File: config.mk
export PLATFORM = sky130hd
export DESIGN_NAME = date_subtract_days_core_flat
export DESIGN_NICKNAME = d
export VERILOG_FILES = /design/src/design/dsd_pkg.sv /design/src/design/dsd_in_if.sv /design/src/design/dsd_out_if.sv /design/src/design/date_subtract_days_core.sv /design/src/design/dsd_alu.sv /design/src/design/dsd_cursor.sv /design/src/flat_wrapper.sv
export SDC_FILE = /design/constraint.sdc
export NUM_CORES = 1
export LEC_CHECK = 0
export ABC_AREA = 1
export BUFFER_PORTS_ARGS = -buffer_cell sky130_fd_sc_hd__clkbuf_2
export CAP_MARGIN = 30
export CORE_MARGIN = 1
export CORE_UTILIZATION = 55
export CTS_CLUSTER_DIAMETER = 200
export DETAILED_ROUTE_END_ITERATION = 7
export GPL_TIMING_DRIVEN = 1
export PLACE_DENSITY = 0.8
export SLEW_MARGIN = 20
export SYNTH_ARGS = -nofsm -noshare
export SYNTH_HDL_FRONTEND = slang
export SYNTH_HIERARCHICAL = 1
export SYNTH_SLANG_ARGS = --single-unit
File: constraint.sdc
create_clock -name clk -period 5.7 [get_ports clk]
set_input_delay 0.285 -clock clk [delete_from_list [all_inputs] [get_ports clk]]
set_output_delay 0.285 -clock clk [all_outputs]
set_load 0.05 [all_outputs]
File: src/design/dsd_pkg.sv
package dsd_pkg;

	// Calendar span covered from the base year on
	localparam int YEAR_SPAN = 256;

	localparam int DAY_W   = 5;
	localparam int MONTH_W = 4;
	localparam int YEAR_W  = 12;
	localparam int BACK_W  = 17;

	localparam int BASE_YEAR    = 1900;
	localparam int YEAR_LAST    = BASE_YEAR + YEAR_SPAN - 1;
	localparam int CENTURY      = 100;
	localparam int QUAD_CENTURY = 400;
	localparam int DAYS_LEAP    = 366;
	localparam int DAYS_COMMON  = 365;
	localparam int FEB_LEAP     = 29;
	localparam int FEB_COMMON   = 28;
	localparam int MONTHS       = 12;

	// Largest serial: every year of the span, a full extra year of months, a day
	localparam int SERIAL_MAX   = YEAR_SPAN * DAYS_LEAP + DAYS_LEAP + 31;
	localparam int SERIAL_RAW_W = $clog2(SERIAL_MAX + 1);
	localparam int SERIAL_W     = (SERIAL_RAW_W > BACK_W) ? SERIAL_RAW_W : BACK_W;

	localparam int YLEN_W = $clog2(DAYS_LEAP + 1);
	localparam int MLEN_W = 5;
	localparam int M100_W = $clog2(CENTURY);
	localparam int M400_W = $clog2(QUAD_CENTURY);

	localparam logic [MONTH_W-1:0] JANUARY  = MONTH_W'(1);
	localparam logic [MONTH_W-1:0] FEBRUARY = MONTH_W'(2);
	localparam logic [MONTH_W-1:0] DECEMBER = MONTH_W'(MONTHS);

	localparam logic [M100_W-1:0] BASE_MOD100 = M100_W'(BASE_YEAR % CENTURY);
	localparam logic [M400_W-1:0] BASE_MOD400 = M400_W'(BASE_YEAR % QUAD_CENTURY);
	localparam logic [M100_W-1:0] MOD100_LAST = M100_W'(CENTURY - 1);
	localparam logic [M400_W-1:0] MOD400_LAST = M400_W'(QUAD_CENTURY - 1);

	localparam logic [MLEN_W-1:0] MONTH_DAYS [MONTHS] = '{
		MLEN_W'(31), MLEN_W'(FEB_COMMON), MLEN_W'(31), MLEN_W'(30),
		MLEN_W'(31), MLEN_W'(30), MLEN_W'(31), MLEN_W'(31),
		MLEN_W'(30), MLEN_W'(31), MLEN_W'(30), MLEN_W'(31)
	};

	typedef logic [SERIAL_W-1:0] serial_t;
	typedef logic [YEAR_W-1:0]   year_t;
	typedef logic [MONTH_W-1:0]  month_t;
	typedef logic [DAY_W-1:0]    day_t;
	typedef logic [BACK_W-1:0]   back_t;

	typedef struct packed {
		logic clear;
		logic sub;
		logic load;
	} alu_ctrl_t;

	typedef struct packed {
		logic restart;
		logic year_inc;
		logic month_inc;
	} cursor_ctrl_t;

	// Days in month m; zero for month codes outside January..December
	function automatic logic [MLEN_W-1:0] month_len(input month_t m, input logic leap);
		logic [MLEN_W-1:0] len;
		len = '0;
		if (m >= JANUARY && m <= DECEMBER) begin
			if (m == FEBRUARY && leap)
				len = MLEN_W'(FEB_LEAP);
			else
				len = MONTH_DAYS[m - JANUARY];
		end
		return len;
	endfunction

endpackage

File: src/design/dsd_in_if.sv
interface dsd_in_if;
	logic                           valid;
	logic                           ready;
	logic [dsd_pkg::DAY_W-1:0]      in_day;
	logic [dsd_pkg::MONTH_W-1:0]    in_month;
	logic [dsd_pkg::YEAR_W-1:0]     in_year;
	logic [dsd_pkg::BACK_W-1:0]     days_back;

	modport source(output valid, output in_day, output in_month, output in_year,
		output days_back, input ready);
	modport sink(input valid, input in_day, input in_month, input in_year,
		input days_back, output ready);
endinterface

File: src/design/dsd_out_if.sv
interface dsd_out_if;
	logic                           valid;
	logic                           ready;
	logic [dsd_pkg::DAY_W-1:0]      out_day;
	logic [dsd_pkg::MONTH_W-1:0]    out_month;
	logic [dsd_pkg::YEAR_W-1:0]     out_year;
	logic                           underflow;

	modport source(output valid, output out_day, output out_month, output out_year,
		output underflow, input ready);
	modport sink(input valid, input out_day, input out_month, input out_year,
		input underflow, output ready);
endinterface

File: src/design/date_subtract_days_core.sv
// Gregorian date minus a day count. A beat on query carries a date (day, month,
// year) and days_back; one beat on answer returns the date that many days
// earlier. Years are saturated into 1900..1900+YEAR_SPAN-1 first; the day is
// not checked against the month, so it rolls over (day 0 is the last day of the
// month before), month 0 adds no days and months 13..15 count as the full year.
// A result before 1900-01-01 comes back as 1900-01-01 with underflow set.
// One item at a time: query.ready is high only while the block is idle. After
// acceptance the single add/subtract accumulator, with the calendar cursor,
// walks years one per cycle and then months one per cycle, first up to the start
// date and then, with the cursor restarted at 1900-01, over the remainder left
// once days_back is taken off; the block then goes back to idle before the next
// query is taken. The answer is held in an output register, so a stalled answer
// side delays only the end of the next item.
module date_subtract_days_core (
	input  logic        clk,
	input  logic        arst_n,
	dsd_in_if.sink      query,
	dsd_out_if.source   answer
);

	typedef enum logic [2:0] {
		S_IDLE,
		S_FWD_YEAR,
		S_FWD_MONTH,
		S_FWD_DAY,
		S_CHECK,
		S_REV_YEAR,
		S_REV_MONTH
	} state_t;

	state_t state_q;

	// latched item
	dsd_pkg::day_t   day_q;
	dsd_pkg::month_t month_q;
	dsd_pkg::year_t  year_q;
	dsd_pkg::back_t  back_q;

	// answer register
	logic            out_valid_q;
	dsd_pkg::day_t   out_day_q;
	dsd_pkg::month_t out_month_q;
	dsd_pkg::year_t  out_year_q;
	logic            underflow_q;

	dsd_pkg::alu_ctrl_t    alu_ctrl;
	dsd_pkg::cursor_ctrl_t cur_ctrl;
	dsd_pkg::serial_t      opnd;
	dsd_pkg::serial_t      acc;
	logic                  gt;

	dsd_pkg::year_t                    cur_year;
	dsd_pkg::month_t                   cur_month;
	logic [dsd_pkg::YLEN_W-1:0]        year_len;
	logic [dsd_pkg::MLEN_W-1:0]        month_len;

	dsd_pkg::year_t  year_in;
	logic            out_free;
	logic            out_load;

	// saturate incoming year into the covered span
	always_comb begin
		if (query.in_year < dsd_pkg::year_t'(dsd_pkg::BASE_YEAR))
			year_in = dsd_pkg::year_t'(dsd_pkg::BASE_YEAR);
		else if (query.in_year > dsd_pkg::year_t'(dsd_pkg::YEAR_LAST))
			year_in = dsd_pkg::year_t'(dsd_pkg::YEAR_LAST);
		else
			year_in = query.in_year;
	end

	assign out_free = !out_valid_q || answer.ready;

	// answer register takes a result: clamp in check, or final month found
	assign out_load = out_free && !gt &&
	                  ((state_q == S_CHECK) || (state_q == S_REV_MONTH));

	dsd_alu u_alu (
		.clk    (clk),
		.arst_n (arst_n),
		.ctrl   (alu_ctrl),
		.opnd   (opnd),
		.acc    (acc),
		.gt     (gt)
	);

	dsd_cursor u_cursor (
		.clk       (clk),
		.arst_n    (arst_n),
		.ctrl      (cur_ctrl),
		.year      (cur_year),
		.month     (cur_month),
		.year_len  (year_len),
		.month_len (month_len)
	);

	// Step decode. Forward phase builds the serial (years, months, day),
	// check subtracts days_back, reverse phase peels whole years then months
	// off the remainder starting from 1900-01.
	always_comb begin
		alu_ctrl = '0;
		cur_ctrl = '0;
		opnd     = '0;
		case (state_q)
			S_IDLE: begin
				if (query.valid) begin
					alu_ctrl.clear   = 1'b1;
					cur_ctrl.restart = 1'b1;
				end
			end
			S_FWD_YEAR: begin
				opnd = dsd_pkg::SERIAL_W'(year_len);
				if (cur_year < year_q) begin
					alu_ctrl.load     = 1'b1;
					cur_ctrl.year_inc = 1'b1;
				end
			end
			S_FWD_MONTH: begin
				opnd = dsd_pkg::SERIAL_W'(month_len);
				if (cur_month < month_q) begin
					alu_ctrl.load      = 1'b1;
					cur_ctrl.month_inc = 1'b1;
				end
			end
			S_FWD_DAY: begin
				opnd          = dsd_pkg::SERIAL_W'(day_q);
				alu_ctrl.load = 1'b1;
			end
			S_CHECK: begin
				opnd         = dsd_pkg::SERIAL_W'(back_q);
				alu_ctrl.sub = 1'b1;
				if (gt) begin
					alu_ctrl.load    = 1'b1;
					cur_ctrl.restart = 1'b1;
				end
			end
			S_REV_YEAR: begin
				opnd         = dsd_pkg::SERIAL_W'(year_len);
				alu_ctrl.sub = 1'b1;
				if (gt) begin
					alu_ctrl.load     = 1'b1;
					cur_ctrl.year_inc = 1'b1;
				end
			end
			S_REV_MONTH: begin
				opnd         = dsd_pkg::SERIAL_W'(month_len);
				alu_ctrl.sub = 1'b1;
				if (gt) begin
					alu_ctrl.load      = 1'b1;
					cur_ctrl.month_inc = 1'b1;
				end
			end
			default: begin
				alu_ctrl = '0;
			end
		endcase
	end

	always_ff @(posedge clk or negedge arst_n) begin
		if (!arst_n) begin
			state_q     <= S_IDLE;
			out_valid_q <= 1'b0;
			day_q       <= '0;
			month_q     <= '0;
			year_q      <= '0;
			back_q      <= '0;
			out_day_q   <= '0;
			out_month_q <= '0;
			out_year_q  <= '0;
			underflow_q <= 1'b0;
		end else begin
			if (out_load)
				out_valid_q <= 1'b1;
			else if (answer.ready)
				out_valid_q <= 1'b0;
			case (state_q)
				S_IDLE: begin
					if (query.valid) begin
						day_q   <= query.in_day;
						month_q <= query.in_month;
						year_q  <= year_in;
						back_q  <= query.days_back;
						state_q <= S_FWD_YEAR;
					end
				end
				S_FWD_YEAR: begin
					if (!(cur_year < year_q))
						state_q <= S_FWD_MONTH;
				end
				S_FWD_MONTH: begin
					if (!(cur_month < month_q))
						state_q <= S_FWD_DAY;
				end
				S_FWD_DAY: begin
					state_q <= S_CHECK;
				end
				S_CHECK: begin
					if (gt) begin
						state_q <= S_REV_YEAR;
					end else if (out_free) begin
						// before 1900-01-01: clamp
						out_day_q   <= dsd_pkg::day_t'(1);
						out_month_q <= dsd_pkg::JANUARY;
						out_year_q  <= dsd_pkg::year_t'(dsd_pkg::BASE_YEAR);
						underflow_q <= 1'b1;
						state_q     <= S_IDLE;
					end
				end
				S_REV_YEAR: begin
					if (!gt)
						state_q <= S_REV_MONTH;
				end
				S_REV_MONTH: begin
					// remainder fits the month once gt drops
					if (!gt && out_free) begin
						out_day_q   <= acc[dsd_pkg::DAY_W-1:0];
						out_month_q <= cur_month;
						out_year_q  <= cur_year;
						underflow_q <= 1'b0;
						state_q     <= S_IDLE;
					end
				end
				default: begin
					state_q <= S_IDLE;
				end
			endcase
		end
	end

	assign query.ready      = (state_q == S_IDLE);
	assign answer.valid     = out_valid_q;
	assign answer.out_day   = out_day_q;
	assign answer.out_month = out_month_q;
	assign answer.out_year  = out_year_q;
	assign answer.underflow = underflow_q;

endmodule

File: src/design/dsd_alu.sv
// Accumulator with one shared add/subtract; gt is valid while sub is set
module dsd_alu (
	input  logic               clk,
	input  logic               arst_n,
	input  dsd_pkg::alu_ctrl_t ctrl,
	input  dsd_pkg::serial_t   opnd,
	output dsd_pkg::serial_t   acc,
	output logic               gt
);

	dsd_pkg::serial_t acc_q;
	dsd_pkg::serial_t opx;
	dsd_pkg::serial_t res;
	logic             carry;

	always_comb begin
		opx          = ctrl.sub ? ~opnd : opnd;
		{carry, res} = {1'b0, acc_q} + {1'b0, opx} + (dsd_pkg::SERIAL_W + 1)'(ctrl.sub);
		// no borrow and nonzero difference
		gt           = carry && (res != '0);
	end

	always_ff @(posedge clk or negedge arst_n) begin
		if (!arst_n) begin
			acc_q <= '0;
		end else if (ctrl.clear) begin
			acc_q <= '0;
		end else if (ctrl.load) begin
			acc_q <= res;
		end
	end

	assign acc = acc_q;

endmodule

File: src/design/dsd_cursor.sv
// Calendar position walker; leap status from the year's low bits and mod-100/mod-400 counters
module dsd_cursor (
	input  logic                              clk,
	input  logic                              arst_n,
	input  dsd_pkg::cursor_ctrl_t             ctrl,
	output dsd_pkg::year_t                    year,
	output dsd_pkg::month_t                   month,
	output logic [dsd_pkg::YLEN_W-1:0]        year_len,
	output logic [dsd_pkg::MLEN_W-1:0]        month_len
);

	dsd_pkg::year_t                 year_q;
	dsd_pkg::month_t                month_q;
	logic [dsd_pkg::M100_W-1:0]     m100_q;
	logic [dsd_pkg::M400_W-1:0]     m400_q;
	logic                           leap;

	assign leap = (m400_q == '0) || ((year_q[1:0] == 2'b00) && (m100_q != '0));

	always_ff @(posedge clk or negedge arst_n) begin
		if (!arst_n) begin
			year_q  <= dsd_pkg::year_t'(dsd_pkg::BASE_YEAR);
			month_q <= dsd_pkg::JANUARY;
			m100_q  <= dsd_pkg::BASE_MOD100;
			m400_q  <= dsd_pkg::BASE_MOD400;
		end else if (ctrl.restart) begin
			year_q  <= dsd_pkg::year_t'(dsd_pkg::BASE_YEAR);
			month_q <= dsd_pkg::JANUARY;
			m100_q  <= dsd_pkg::BASE_MOD100;
			m400_q  <= dsd_pkg::BASE_MOD400;
		end else begin
			if (ctrl.year_inc) begin
				year_q <= year_q + dsd_pkg::year_t'(1);
				m100_q <= (m100_q == dsd_pkg::MOD100_LAST) ? '0
				                                           : m100_q + dsd_pkg::M100_W'(1);
				m400_q <= (m400_q == dsd_pkg::MOD400_LAST) ? '0
				                                           : m400_q + dsd_pkg::M400_W'(1);
			end
			if (ctrl.month_inc)
				month_q <= month_q + dsd_pkg::month_t'(1);
		end
	end

	assign year      = year_q;
	assign month     = month_q;
	assign year_len  = leap ? dsd_pkg::YLEN_W'(dsd_pkg::DAYS_LEAP)
	                        : dsd_pkg::YLEN_W'(dsd_pkg::DAYS_COMMON);
	assign month_len = dsd_pkg::month_len(month_q, leap);

endmodule
File: src/flat_wrapper.sv
// flat-port wrapper written by rule: the top's interface ports become plain ports
module date_subtract_days_core_flat 
  (clk, arst_n, query_valid, query_in_day, query_in_month, query_in_year, query_days_back, query_ready, answer_valid, answer_out_day, answer_out_month, answer_out_year, answer_underflow, answer_ready);
  dsd_in_if query_i ();
  dsd_out_if answer_i ();
  input  logic clk;
  input  logic arst_n;
  input wire logic [$bits(query_i.valid)-1:0] query_valid;
  input wire logic [$bits(query_i.in_day)-1:0] query_in_day;
  input wire logic [$bits(query_i.in_month)-1:0] query_in_month;
  input wire logic [$bits(query_i.in_year)-1:0] query_in_year;
  input wire logic [$bits(query_i.days_back)-1:0] query_days_back;
  output wire logic [$bits(query_i.ready)-1:0] query_ready;
  output wire logic [$bits(answer_i.valid)-1:0] answer_valid;
  output wire logic [$bits(answer_i.out_day)-1:0] answer_out_day;
  output wire logic [$bits(answer_i.out_month)-1:0] answer_out_month;
  output wire logic [$bits(answer_i.out_year)-1:0] answer_out_year;
  output wire logic [$bits(answer_i.underflow)-1:0] answer_underflow;
  input wire logic [$bits(answer_i.ready)-1:0] answer_ready;
  assign query_i.valid = query_valid;
  assign query_i.in_day = query_in_day;
  assign query_i.in_month = query_in_month;
  assign query_i.in_year = query_in_year;
  assign query_i.days_back = query_days_back;
  assign query_ready = query_i.ready;
  assign answer_valid = answer_i.valid;
  assign answer_out_day = answer_i.out_day;
  assign answer_out_month = answer_i.out_month;
  assign answer_out_year = answer_i.out_year;
  assign answer_underflow = answer_i.underflow;
  assign answer_i.ready = answer_ready;
  date_subtract_days_core u_core (.clk(clk), .arst_n(arst_n), .query(query_i), .answer(answer_i));
endmodule
# Yosys cells after proc, flatten, opt, wreduce, memory -nomap -nowiden
# Memories as Yosys holds them, arrays and structs flattened.
# Index checks and enable logic that the tools add are counted.
# Widths: inputs -> output; s select.
classes:
  add_sub_neg: 7
  n_lt_le_gt_ge: 7
  n_eq_ne: 17
  muxes: 57
  bitwise_logic: 2
  reduce_logical: 27
ops:
  columns: ["operator", "n"]
  rows:
  - ["$mux 12", 7]
  - ["$pmux 17 s4", 1]
  - ["$mux 17", 3]
  - ["$mux 5", 7]
  - ["$mux 9", 3]
  - ["$pmux 12 s2", 1]
  - ["$mux 3", 7]
  - ["$mux 7", 3]
  - ["$pmux 3 s7", 1]
  - ["$mux 4", 5]
  - ["$add 17x17->18", 1]
  - ["$add 18x1->18", 1]
  - ["$not 17->17", 1]
  - ["$reduce_bool 17->1", 1]
  - ["$add 12x1->12 const B", 1]
  - ["$gt 12x12->1 const B", 1]
  - ["$lt 12x11->1 const B", 1]
  - ["$lt 12x12->1", 1]
  - ["$ne 2x2->1 const B", 6]
  - ["$mux 1", 11]
  - ["$pmux 5 s2", 1]
  - ["$reduce_bool 2->1", 5]
  - ["$add 9x1->9 const B", 1]
  - ["$eq 3x3->1 const B", 3]
  - ["other kinds (31)", 44]
totals:
  ff_bits: 113
  mem_bits_ro: 80
  in_bits: 42
  out_inout_bits: 24
  wordCells: 133
  n_memories: 1
memory_table:
  columns: ["name", "words", "width", "read_ports", "rd_clocked_by_memory_dff", "write_ports", "line_no", "source"]
  rows:
  - ["(no name shown)", 16, 5, 1, 0, 0, "dsd_pkg.sv:72", "len = MONTH_DAYS[m - JANUARY];"]

# Logic depth before layout (Yosys ltp)
# Gate-level depths: netlist (run 1).
logic_depth:
  depth_word: 18
  depth_mapped: 37
  mapped_depth_nobuf: 37

# Modules after synthesis
# The synthesis (run 1) kept the hierarchy.
by_module_without_submodules:
  columns: ["module", "instances", "cells_per_inst", "area_each_um2", "seq_area_each_um2"]
  rows:
  - ["date_subtract_days_core", 1, 432, 3467.1, 1601.5]
  - ["dsd_alu", 1, 335, 2050.7, 425.4]
  - ["dsd_cursor", 1, 270, 2021.9, 815.8]

# Least setup slack after synthesis (run 1)
# No wires, ideal clock.
synth_path:
  kind: "register to register"
  start: "register u_core.u_cursor.month_q[1], in the netlist u_core/u_cursor/month[1]"
  end: "register u_core.u_alu.acc_q[7], in the netlist u_core/u_alu/acc[7]"
  setup_ns: 0.064
  arrival_time_ns: 4.166
  required_time_ns: 5.636
  slack_ns: 1.470
  path_stages_with_launch: 33
  path_buffers: 0
  synth_period_minus_slack_ns: 4.230
  cell_sequence: "dfrtp_1 > inv_1 > ha_1 > inv_1 > nand2_1 > nor2_1 > a31oi_1 > inv_1 > a21oi_1 > nand2_1 > a41oi_1 > inv_1 > nand2_2 > nand2_4 > fa_1 > nand2_1 > nand2_2 > nand3_2 > nand2_1 > nand3_1 > nand2_1 > nand2_1 > nand2_1 > nand3_1 > nor2_1 > nor2_1 > a21oi_1 > nand3_1 > clkinv_1 > nor2_2 > inv_1 > a21oi_1 > a31o_2"
synth_lines:
  columns: ["item", "line_no", "source"]
  rows:
  - ["from (decl)", "dsd_cursor.sv:13", "dsd_pkg::month_t month_q;"]
  - ["from (signal assigned)", "dsd_cursor.sv:23", "month_q <= dsd_pkg::JANUARY;"]
  - ["from (signal assigned)", "dsd_cursor.sv:28", "month_q <= dsd_pkg::JANUARY;"]
  - ["from (signal assigned)", "dsd_cursor.sv:40", "month_q <= month_q + dsd_pkg::month_t'(1);"]
  - ["to (signal assigned)", "dsd_alu.sv:29", "acc_q <= res;"]
  - ["to (decl)", "dsd_alu.sv:11", "dsd_pkg::serial_t acc_q;"]

==> qor.csv, run 1 <==
stage,metric,value,unit
floorplan,standard-cell row count,42,
floorplan,initial standard-cell utilization of the core,0.567,
final_layout,"most common cell after layout, fill and taps aside",sky130_fd_sc_hd__nand2_1,
clock_tree,TritonCTS clock tree,built,
grt,number of global-route vias before repair,6669,
route,vias post-DR,6905,
grt,largest net degree at the start of global routing,62,
placed_design,Post-DP Area,7890,µm²
synthesis,fraction of the yosys area taken by sequential cells,0.377,
outcome,result of the run,"complete, no violations",
min_path,Hold Crit Depth,3,
clock_tree,Sinks on Clock Net,113,
synthesis,synthesized area per cell,7.27,µm²
power_and_ir_drop,power consumption,5.10,mW
min_path,type of the tightest min-delay check,in -> reg,
floorplan,width of the die,119,µm
grt,met3 track demand over resource,0.0618,
critical_path,Worst Path Arrival,5.44,ns
timing,max-slew violation count,0,
power_and_ir_drop,Max rail drop VDD,0.402,mV
final_layout,post-layout instance area,8550,µm²
clock_tree,total CTS buffers,17,
critical_path,Setup Crit Path Kind,reg -> reg,
final_layout,"commonest cells after routing, fill and taps aside","350 x sky130_fd_sc_hd__nand2_1, 134 x sky130_fd_sc_hd__inv_1, 101 x sky130_fd_sc_hd__dfrtp_1, 73 x sky130_fd_sc_hd__nand3_1, 64 x sky130_fd_sc_hd__clkbuf_2",
route,number of DRC markers after the initial detailed-route iteration,594,
grt,GRT Resource Usage Total,0.284,
synthesis,Async SR Flop Fraction,1.00,
timing,min cycle time layout,5.14,ns
synthesis,Gate Count Post-Synth,1037,
route,total wirelength of the detailed-routed design,19.0,mm
floorplan,die height,119,µm
floorplan,top-level I/O count,66,
grt,fraction of met1 tracks used by global routing,0.371,
floorplan,area of the die,14200,µm²
route,ratio of routed vias to standard cells,5.37,
critical_path,endpoint class of the critical path,flip-flop,
timing,post-route worst hold slack,0.0707,ns
route,drc violations,0,
final_layout,count of nets after finishing,1186,
clock_tree,CTS clock-pin slew for the worst setup and hold paths,0.06,ns
critical_path,kind of start point of the critical path,flip-flop,
clock_tree,Clock Root Buffer,sky130_fd_sc_hd__clkbuf_16,
grt,total overflow reported by the global router,0,
route,number of detailed-routing iterations run before antenna repair,8,
floorplan,core region area,13300,µm²
synthesis,summed instance area of the synthesized netlist,7540,µm²
final_layout,area growth from synthesis to layout,13.4,%
timing,final-report setup violation count,0,
grt,number of antenna violations at the first check in global routing,0,
job,max-cap violation count,0,
synthesis,count of flip-flops with a built-in enable after synthesis,0,
critical_path,number of cells on the worst reg-to-reg path,26,
route,Antenna Nets Post-Route,0,
timing,setup repair after global routing missed its margin,no,
clock_tree,maximum clock insertion buffer count,2,
critical_path,largest fanout of any net on the critical path,16,
synthesis,share of Yosys cell area claimed by the top area cell type,0.335,
synthesis,count of distinct cell types in the synthesized netlist,47,
grt,met2 usage in global routing,0.455,
grt,first-pass GRT wire length,31.8,mm
grt,busiest metal layer after global routing,met2,
clock_tree,number of H-tree levels,4,
placed_design,number of port buffers,65,
power_and_ir_drop,Pwr per Cell Area,597,nW/µm²
timing,slew at the pin closest to its max-slew limit,0.772,ns
critical_path,required time worst endpoint,6.00,ns
clock_tree,source-to-sink clock delay at the later pin of the worst-skew pair,0.41,ns
synthesis,synthesized flop and latch total,113,
synthesis,most area-hungry cell type in the Yosys netlist,sky130_fd_sc_hd__dfrtp_1,
timing,period utilisation layout,0.902,
clock_tree,post-CTS setup repair buffer count,0,
power_and_ir_drop,reported leakage power,4.67,nW
placed_design,DPL Wire Length,13.7,mm
final_layout,ant diodes,0,
timing,total count of hold-check failures in the final report,0,
synthesis,Post-synth top flop,sky130_fd_sc_hd__dfrtp_1,
synthesis,"Warnings, synthesis",6,
route,WL/cell,14.8,µm
timing,final setup skew,0.00901,ns
timing,normalized max-slew margin,0.485,
placed_design,weighted congestion at the end of routability-driven global placement,0.952,
final_layout,ratio of cells with drive above 1 in the final layout,0.149,
synthesis,Synth area leaders,"sky130_fd_sc_hd__dfrtp_1 34%, sky130_fd_sc_hd__nand2_1 17%, sky130_fd_sc_hd__ha_1 7.5%, sky130_fd_sc_hd__inv_1 6.7%, sky130_fd_sc_hd__nand3_1 4.8%",
timing,maximum clock frequency,0.195,GHz
timing,final-layout setup total negative slack,0,ns
registers in the layout, indices dropped and copies added (netlist names):
register / cells
u_core/answer.out_day: 5
u_core/answer.out_month: 4
u_core/answer.out_year: 12
u_core/answer.underflow: 1
u_core/answer.valid: 1
u_core/back_q: 17
u_core/day_q: 5
u_core/month_q: 4
u_core/state_q: 3
u_core/u_alu/acc: 17
u_core/u_cursor/m100_q: 7
u_core/u_cursor/m400_q: 9
u_core/u_cursor/month: 4
u_core/u_cursor/year: 12
u_core/year_q: 12
final timing paths:
kind                                          start                  endpoint  slack (ns)
max                               u_core/state_q[0]       u_core/u_alu/acc[4]        0.56
min                              query_days_back[2]          u_core/back_q[2]        0.07
max reg2reg                       u_core/state_q[0]       u_core/u_alu/acc[4]        0.56
min reg2reg                u_core/answer.out_day[0]  u_core/answer.out_day[0]        0.47
max in group asynchronous                    arst_n          u_core/year_q[5]        4.00
min in group asynchronous                    arst_n          u_core/back_q[5]        0.46
cells by family after synthesis:
group / count (synthesis) / share of synthesized area
AND/OR/NAND/NOR: 551 / 0.320
flip-flops: 113 / 0.377
AO/OA/AOI/OAI: 124 / 0.0923
other: 2 / 0.000996
XOR/XNOR: 22 / 0.0256
buffers and inverters: 179 / 0.106
adder cells (fa/ha/maj): 46 / 0.0773
cells in the mapped netlist (4+ instances only):
master and n:
sky130_fd_sc_hd__nand2_1 351, sky130_fd_sc_hd__inv_1 134, sky130_fd_sc_hd__dfrtp_1 101, sky130_fd_sc_hd__nand3_1 73
sky130_fd_sc_hd__nor2_1 61, sky130_fd_sc_hd__o21ai_0 48, sky130_fd_sc_hd__ha_1 45, sky130_fd_sc_hd__a21oi_1 33
sky130_fd_sc_hd__o21ai_1 23, sky130_fd_sc_hd__xor2_1 19, sky130_fd_sc_hd__nand4_1 16, sky130_fd_sc_hd__dfstp_2 12
sky130_fd_sc_hd__buf_4 11, sky130_fd_sc_hd__nand2_2 11, sky130_fd_sc_hd__buf_6 9, sky130_fd_sc_hd__buf_2 8
sky130_fd_sc_hd__nor2_2 7, sky130_fd_sc_hd__a41oi_1 6, sky130_fd_sc_hd__inv_2 6, sky130_fd_sc_hd__nor3_1 6
sky130_fd_sc_hd__clkbuf_1 5, sky130_fd_sc_hd__nand3_2 5, sky130_fd_sc_hd__a21oi_2 4, sky130_fd_sc_hd__nand2_4 4
sky130_fd_sc_hd__nand3b_1 4
stage by stage:
stage,std cells,setup WS (ns),utilization
after floorplan,1042,1.47,-
after global placement,1254,0.640,0.594
after detailed placement,1254,0.416,0.594
after CTS,1287,0.368,0.643
after global routing,1287,0.0625,0.643
final,1287,0.561,0.643
per-layer routing:
metal	share of wire	up-vias
li1	-	3402
met1	0.44	3199
met2	0.46	263
met4	0.030	0
met5	0	-
met3	0.070	41
critical path: stages (launching register included):
cell                       delay [ns]
sky130_fd_sc_hd__dfrtp_1         0.40
sky130_fd_sc_hd__inv_1           0.08
sky130_fd_sc_hd__ha_1            0.28
sky130_fd_sc_hd__nand2_2         0.25
sky130_fd_sc_hd__clkinv_2        0.26
sky130_fd_sc_hd__nor2_8          0.18
sky130_fd_sc_hd__nand2_2         0.30
sky130_fd_sc_hd__xor2_1          0.30
sky130_fd_sc_hd__ha_1            0.41
sky130_fd_sc_hd__nand2_1         0.10
sky130_fd_sc_hd__inv_1           0.10
sky130_fd_sc_hd__nand2_1         0.11
sky130_fd_sc_hd__nand3_2         0.12
sky130_fd_sc_hd__nand2_1         0.10
sky130_fd_sc_hd__nand2_1         0.12
sky130_fd_sc_hd__nand2_1         0.06
sky130_fd_sc_hd__nand2_1         0.10
sky130_fd_sc_hd__nor2_1          0.05
sky130_fd_sc_hd__nand3_1         0.06
sky130_fd_sc_hd__nor2_1          0.04
sky130_fd_sc_hd__nor2_1          0.32
sky130_fd_sc_hd__a21oi_1         0.13
sky130_fd_sc_hd__nand3_1         0.12
sky130_fd_sc_hd__clkinv_1        0.10
sky130_fd_sc_hd__nor2_2          0.39
sky130_fd_sc_hd__inv_1           0.27
sky130_fd_sc_hd__o21ai_0         0.27
final cells by class:
class	count	area, µm²
fill	1162	4750
tap	176	220
clock inverter	8	151
multi-input combinational	750	3920
inverter	146	559
clock buffer	24	492
timing repair buffer	70	368
sequential	113	2840
power by group:
group	internal (mW)	switching, mW	total [mW]
combinational	0.812	1.81	2.62
clock	0.780	0.379	1.16
sequential	1.10	0.220	1.32
total	2.69	2.41	5.10
what timing repair did:
action,in CTS,in global routing
hold endpoints to repair,52,0
hold buffers,1,0
resized for setup,0,1
setup endpoints to repair,0,22
(Power assumes the default switching activity.)
==> inputs of run 2 (changes only) <==
--- a/config.mk
+++ b/config.mk
@@ -9,11 +9,11 @@
 export BUFFER_PORTS_ARGS = -buffer_cell sky130_fd_sc_hd__clkbuf_2
 export CAP_MARGIN = 30
 export CORE_MARGIN = 1
-export CORE_UTILIZATION = 55
+export CORE_UTILIZATION = 45
 export CTS_CLUSTER_DIAMETER = 200
 export DETAILED_ROUTE_END_ITERATION = 7
 export GPL_TIMING_DRIVEN = 1
-export PLACE_DENSITY = 0.8
+export PLACE_DENSITY = 0.69
 export SLEW_MARGIN = 20
 export SYNTH_ARGS = -nofsm -noshare
 export SYNTH_HDL_FRONTEND = slang
==> run 2 against run 1 <==
Against the previous run: worst hold slack got worse by 0.0097 ns; combinational power hardly changed; global-route usage fell by 5.4 points; wire length shrank 0.25%; sequential share of layout area about the same; sequential power barely moved; via count is 1.9% lower; critical path depth up 7; register-to-register slack better by 0.09 ns; largest cell class unchanged.
==> qor.csv, run 2 (same netlist as run 1, synthesis figures left out) <==
stage,metric,value,unit
outcome,result of the run,"complete, no violations",
grt,met3 track demand over resource,0.0440,
job,max-cap violation count,0,
grt,largest net degree at the start of global routing,59,
final_layout,area growth from synthesis to layout,13.5,%
floorplan,core region area,16100,µm²
timing,smallest setup slack after layout,0.648,ns
route,vias post-DR,6774,
placed_design,DPL Wire Length,14.2,mm
timing,period utilisation layout,0.886,
route,number of detailed-routing iterations run before antenna repair,5,
critical_path,worst setup path end,u_core/u_cursor/m100_q[2],
critical_path,r2r endpoint,u_core/u_cursor/m100_q[2],
route,number of DRC markers after the initial detailed-route iteration,449,
power_and_ir_drop,Max rail drop VDD,0.359,mV
critical_path,Setup Crit Path Kind,reg -> reg,
clock_tree,TritonCTS clock tree,built,
grt,number of antenna violations at the first check in global routing,0,
placed_design,number of port buffers,65,
clock_tree,maximum clock insertion buffer count,2,
timing,slew at the pin closest to its max-slew limit,0.783,ns
critical_path,required time worst endpoint,6.00,ns
power_and_ir_drop,reported leakage power,4.65,nW
clock_tree,source-to-sink clock delay at the later pin of the worst-skew pair,0.42,ns
timing,normalized max-slew margin,0.477,
placed_design,Place WS,0.583,ns
floorplan,top-level I/O count,66,
final_layout,count of nets after finishing,1187,
grt,number of global-route vias before repair,6471,
grt,busiest metal layer after global routing,met2,
placed_design,weighted congestion at the end of routability-driven global placement,0.892,
floorplan,die height,131,µm
final_layout,Non-Filler Instances,1328,
clock_tree,post-CTS setup repair buffer count,0,
critical_path,instance count on the critical path,33,
clock_tree,number of H-tree levels,4,
timing,max-slew violation count,0,
floorplan,area of the die,17300,µm²
critical_path,cell with the biggest individual delay on the critical path,sky130_fd_sc_hd__dfrtp_1,
critical_path,kind of start point of the critical path,flip-flop,
min_path,Hold Crit Depth,3,
grt,GRT Resource Usage Total,0.230,
route,WL/cell,14.3,µm
timing,setup repair after global routing missed its margin,no,
timing,total count of hold-check failures in the final report,0,
clock_tree,Clock Root Buffer,sky130_fd_sc_hd__clkbuf_16,
critical_path,crit path launch,u_core/u_cursor/month[1],
critical_path,Most Frequent Cell on Critical Path,sky130_fd_sc_hd__nand2_1,
placed_design,placed cell count,1295,
critical_path,slack of the worst reg-to-reg path,0.65,ns
grt,total overflow reported by the global router,0,
timing,final-layout setup total negative slack,0,ns
grt,first-pass GRT wire length,31.8,mm
route,drc violations,0,
final_layout,Multi-input gate area,3920,µm²
critical_path,endpoint class of the critical path,flip-flop,
timing,final setup skew,0.00944,ns
timing,post-route worst hold slack,0.0610,ns
route,total wirelength of the detailed-routed design,19.0,mm
clock_tree,CTS clock-pin slew for the worst setup and hold paths,0.06,ns
critical_path,number of cells on the worst reg-to-reg path,33,
min_path,type of the tightest min-delay check,in -> reg,
critical_path,Critical R2R Launch,u_core/u_cursor/month[1],
final_layout,"commonest cells after routing, fill and taps aside","350 x sky130_fd_sc_hd__nand2_1, 134 x sky130_fd_sc_hd__inv_1, 101 x sky130_fd_sc_hd__dfrtp_1, 73 x sky130_fd_sc_hd__nand3_1, 64 x sky130_fd_sc_hd__clkbuf_2",
timing,min cycle time layout,5.05,ns
floorplan,initial standard-cell utilization of the core,0.468,
grt,fraction of met1 tracks used by global routing,0.314,
critical_path,CP Buf/Inv Count,5,
final_layout,ratio of cells with drive above 1 in the final layout,0.152,
clock_tree,total CTS buffers,17,
critical_path,cell class contributing the biggest share of worst-path delay,simple AND/OR/NAND/NOR gates,
critical_path,largest fanout of any net on the critical path,11,
final_layout,"most common cell after layout, fill and taps aside",sky130_fd_sc_hd__nand2_1,
floorplan,standard-cell row count,46,
route,Antenna Nets Post-Route,0,
power_and_ir_drop,power consumption,4.98,mW
critical_path,delay of the slowest cell on the worst path,0.49,ns
route,ratio of routed vias to standard cells,5.10,
final_layout,ant diodes,0,
timing,final-report setup violation count,0,
final_layout,Seq. cell area,2840,µm²
grt,met2 usage in global routing,0.369,
critical_path,Worst Path Arrival,5.35,ns
final_layout,fillers,1583,
power_and_ir_drop,Pwr per Cell Area,582,nW/µm²
floorplan,width of the die,131,µm
timing,maximum clock frequency,0.198,GHz
clock_tree,Sinks on Clock Net,113,
## run 2: changes by cell type in the layout (fill, tap and decap cells not counted), moves of 2 or more
cell and change:
sky130_fd_sc_hd__bufinv_16 -2, sky130_fd_sc_hd__inv_6 +4, sky130_fd_sc_hd__clkinvlp_4 +2, sky130_fd_sc_hd__clkbuf_1 -3, sky130_fd_sc_hd__clkbuf_8 -3
## run 2: worst min-delay path by stage
stage | from | end
after floorplan | arst_n | u_core/answer.out_day[0]
after global placement | arst_n | u_core/back_q[3]
after detailed placement | arst_n | u_core/back_q[3]
after CTS | query_days_back[3] | u_core/back_q[3]
after global routing | query_days_back[3] | u_core/back_q[3]
final | query_days_back[3] | u_core/back_q[3]
## run 2: final cells by class
cell class	instances	area share
inverter	146	0.0654
multi-input combinational	750	0.458
clock inverter	14	0.0181
sequential	113	0.332
tap	216	0.0316
timing repair buffer	71	0.0439
clock buffer	18	0.0513
## run 2: per-layer routing
layer  vias to the layer above  part of all wire
li1                       3407                 -
met4                         0             0.020
met1                      3136              0.48
met5                         -                 0
met2                       196              0.45
met3                        35             0.055
## run 2: timing repair
item	CTS	global route
resized for setup	0	1
hold buffers	1	0
endpoints found under the setup margin	0	5
endpoints found under the hold margin	55	0
## run 2: through the flow
step | cell area, µm² | util
5_1_grt | 8560 | 0.531
3_5_place_dp | 7950 | 0.493
3_3_place_gp | 7950 | 0.493
4_1_cts | 8560 | 0.531
6_report | 8560 | 0.531
2_1_floorplan | 7560 | -
## run 2: power breakdown
group | switching [mW] | leakage [nW] | internal (mW)
sequential | 0.224 | 1.42 | 1.10
combinational | 1.78 | 2.94 | 0.817
clock | 0.401 | 0.288 | 0.660
total | 2.40 | 4.65 | 2.58
## run 2: worst register-to-register path: cells and delay by family (launching register included)
family / cells / cell delay, ns
xor gates and xnor gates: 1 / 0.14
AOI/OAI and AO/OA: 3 / 0.78
buffers and inverters: 5 / 0.59
adders and majority gates: 2 / 0.66
and+or+nand+nor: 22 / 2.29
DFF: 1 / 0.49
==> inputs of run 3 (changes only) <==
--- a/config.mk
+++ b/config.mk
@@ -14,6 +14,7 @@
 export DETAILED_ROUTE_END_ITERATION = 7
 export GPL_TIMING_DRIVEN = 1
 export PLACE_DENSITY = 0.69
+export RECOVER_POWER = 50
 export SLEW_MARGIN = 20
 export SYNTH_ARGS = -nofsm -noshare
 export SYNTH_HDL_FRONTEND = slang
==> run 3 against run 2 <==
Against the previous run: the run now ends with capacitance limit, slew limit left; via count decreased by 0.35%; sequential cell count unchanged; non-clock buffer count unchanged; final area decreased by 0.57%; utilization decreased by 0.30 points; critical path depth decreased by 2; critical path type unchanged; largest power group unchanged.
==> qor.csv, run 3 (same netlist as run 1, synthesis figures left out) <==
stage,metric,value,unit
timing,final-layout setup total negative slack,0,ns
route,Antenna Nets Post-Route,0,
final_layout,ant diodes,0,
final_layout,ratio of cells with drive above 1 in the final layout,0.128,
route,total wirelength of the detailed-routed design,19.1,mm
route,drc violations,0,
critical_path,kind of start point of the critical path,flip-flop,
min_path,type of the tightest min-delay check,in -> reg,
grt,GRT Resource Usage Total,0.230,
critical_path,required time worst endpoint,6.02,ns
floorplan,width of the die,131,µm
grt,largest net degree at the start of global routing,59,
final_layout,"commonest cells after routing, fill and taps aside","352 x sky130_fd_sc_hd__nand2_1, 134 x sky130_fd_sc_hd__inv_1, 101 x sky130_fd_sc_hd__dfrtp_1, 73 x sky130_fd_sc_hd__nand3_1, 61 x sky130_fd_sc_hd__nor2_1",
clock_tree,Clock Root Buffer,sky130_fd_sc_hd__clkbuf_16,
final_layout,"most common cell after layout, fill and taps aside",sky130_fd_sc_hd__nand2_1,
timing,maximum clock frequency,0.197,GHz
clock_tree,total CTS buffers,17,
critical_path,endpoint class of the critical path,flip-flop,
placed_design,Post-DP Area,7950,µm²
route,WL/cell,14.4,µm
clock_tree,number of H-tree levels,4,
critical_path,delay of the slowest cell on the worst path,0.49,ns
timing,setup repair after global routing missed its margin,no,
timing,total count of hold-check failures in the final report,0,
power_and_ir_drop,Pwr per Cell Area,583,nW/µm²
floorplan,initial standard-cell utilization of the core,0.468,
timing,min cycle time layout,5.08,ns
power_and_ir_drop,switching pwr,2.40,mW
power_and_ir_drop,sequential share of power,0.267,
grt,number of global-route vias before repair,6471,
power_and_ir_drop,Max rail drop VDD,0.355,mV
clock_tree,source-to-sink clock delay at the later pin of the worst-skew pair,0.42,ns
clock_tree,post-CTS setup repair buffer count,0,
critical_path,Setup Crit Path Kind,reg -> reg,
critical_path,Worst Path Arrival,5.41,ns
route,ratio of routed vias to standard cells,5.08,
route,number of detailed-routing iterations run before antenna repair,6,
floorplan,die height,131,µm
final_layout,post-layout instance area,8510,µm²
timing,final-report setup violation count,0,
floorplan,area of the die,17300,µm²
final_layout,area growth from synthesis to layout,12.9,%
floorplan,core region area,16100,µm²
route,vias post-DR,6750,
grt,total overflow reported by the global router,0,
floorplan,standard-cell row count,46,
clock_tree,CTS clock-pin slew for the worst setup and hold paths,0.06,ns
timing,slew at the pin closest to its max-slew limit,3.10,ns
critical_path,cell with the biggest individual delay on the critical path,sky130_fd_sc_hd__dfrtp_1,
clock_tree,maximum clock insertion buffer count,2,
floorplan,top-level I/O count,66,
placed_design,placed cell count,1295,
power_and_ir_drop,share of total power in the clock network,0.214,
clock_tree,Sinks on Clock Net,113,
critical_path,Critical R2R Launch,u_core/u_cursor/month[1],
power_and_ir_drop,reported leakage power,4.57,nW
power_and_ir_drop,internal power summed over all cells,2.56,mW
final_layout,count of nets after finishing,1187,
critical_path,crit path launch,u_core/u_cursor/month[1],
route,number of DRC markers after the initial detailed-route iteration,463,
placed_design,DPL Wire Length,14.2,mm
power_and_ir_drop,power consumption,4.96,mW
final_layout,Non-Filler Instances,1328,
timing,period utilisation layout,0.892,
outcome,result of the run,"finished, violations left",
outcome,violations in the final reports,"capacitance limit, slew limit",
power_and_ir_drop,fraction of power spent switching nets,0.484,
final_layout,Post-Route Utilization,0.528,
critical_path,Most Frequent Cell on Critical Path,sky130_fd_sc_hd__nand2_1,
timing,final setup skew,0.00799,ns
placed_design,number of port buffers,65,
min_path,origin of the worst min-delay path,query_days_back[3],
grt,number of antenna violations at the first check in global routing,0,
job,max-cap violation count,1,
final_layout,fillers,1594,
timing,normalized max-slew margin,-1.07,
placed_design,weighted congestion at the end of routability-driven global placement,0.892,
timing,max-slew violation count,57,
critical_path,largest fanout of any net on the critical path,8,
grt,first-pass GRT wire length,31.8,mm
power_and_ir_drop,combinational group share of total power,0.520,
clock_tree,TritonCTS clock tree,built,
## run 3: worst paths after layout
check,end,slack [ns],cells past startpoint
hold / removal,u_core/back_q[3],0.06,3
min in group asynchronous,u_core/back_q[3],1.43,2
setup reg to reg,u_core/u_cursor/year[0],0.62,31
setup / recovery,u_core/u_cursor/year[0],0.62,31
max in group asynchronous,u_core/u_cursor/m400_q[7],1.61,3
hold reg to reg,u_core/answer.out_month[0],0.47,2
## run 3: per-stage QoR
stage                     hold WS, ns  setup WS, ns
after floorplan               -0.0106          1.47
after global placement          0.390         0.656
after detailed placement        0.390         0.583
after CTS                      0.0570         0.537
after global routing           0.0748        0.0539
final                          0.0649         0.617
## run 3: layout make-up
cell class                 instances  area, µm²  share of cell area
inverter                         146        559              0.0657
clock buffer                      18        439              0.0516
multi-input combinational        750       3900               0.459
clock inverter                    14        155              0.0182
tap                              216        270              0.0318
sequential                       113       2840               0.334
timing repair buffer              71        340              0.0400
## run 3: critical path: cells and delay by family, from the launching register on
kind | cells | cell delay [ns]
AOI/OAI and AO/OA | 4 | 0.97
buffers and inverters | 5 | 0.55
and+or+nand+nor | 20 | 2.33
adders and majority gates | 2 | 0.66
DFF | 1 | 0.49
## run 3: per-layer routing
metal,routed length (µm),part of all wire,global-route usage,vias to the layer above
met1,9170,0.48,0.314,3125
met5,0,0,0,-
li1,-,-,-,3406
met3,968,0.051,0.0440,35
met4,369,0.019,0.0685,0
met2,8570,0.45,0.369,184
## run 3: repair_timing
action | 4_1_cts | 5_1_grt
endpoints found under the hold margin | 55 | 0
gates resized for setup | 0 | 1
hold buffers | 1 | 0
endpoints found under the setup margin | 0 | 5
## run 3: power groups by stage
stage / clock [mW] / combinational [mW] / sequential [mW]
after global routing: 1.12 / 2.91 / 1.35
after detailed placement: 0 / 2.56 / 1.33
after global placement: 0 / 2.53 / 1.33
after CTS: 1.08 / 2.58 / 1.32
after floorplan: 0 / 1.87 / 1.41
final: 1.06 / 2.58 / 1.32
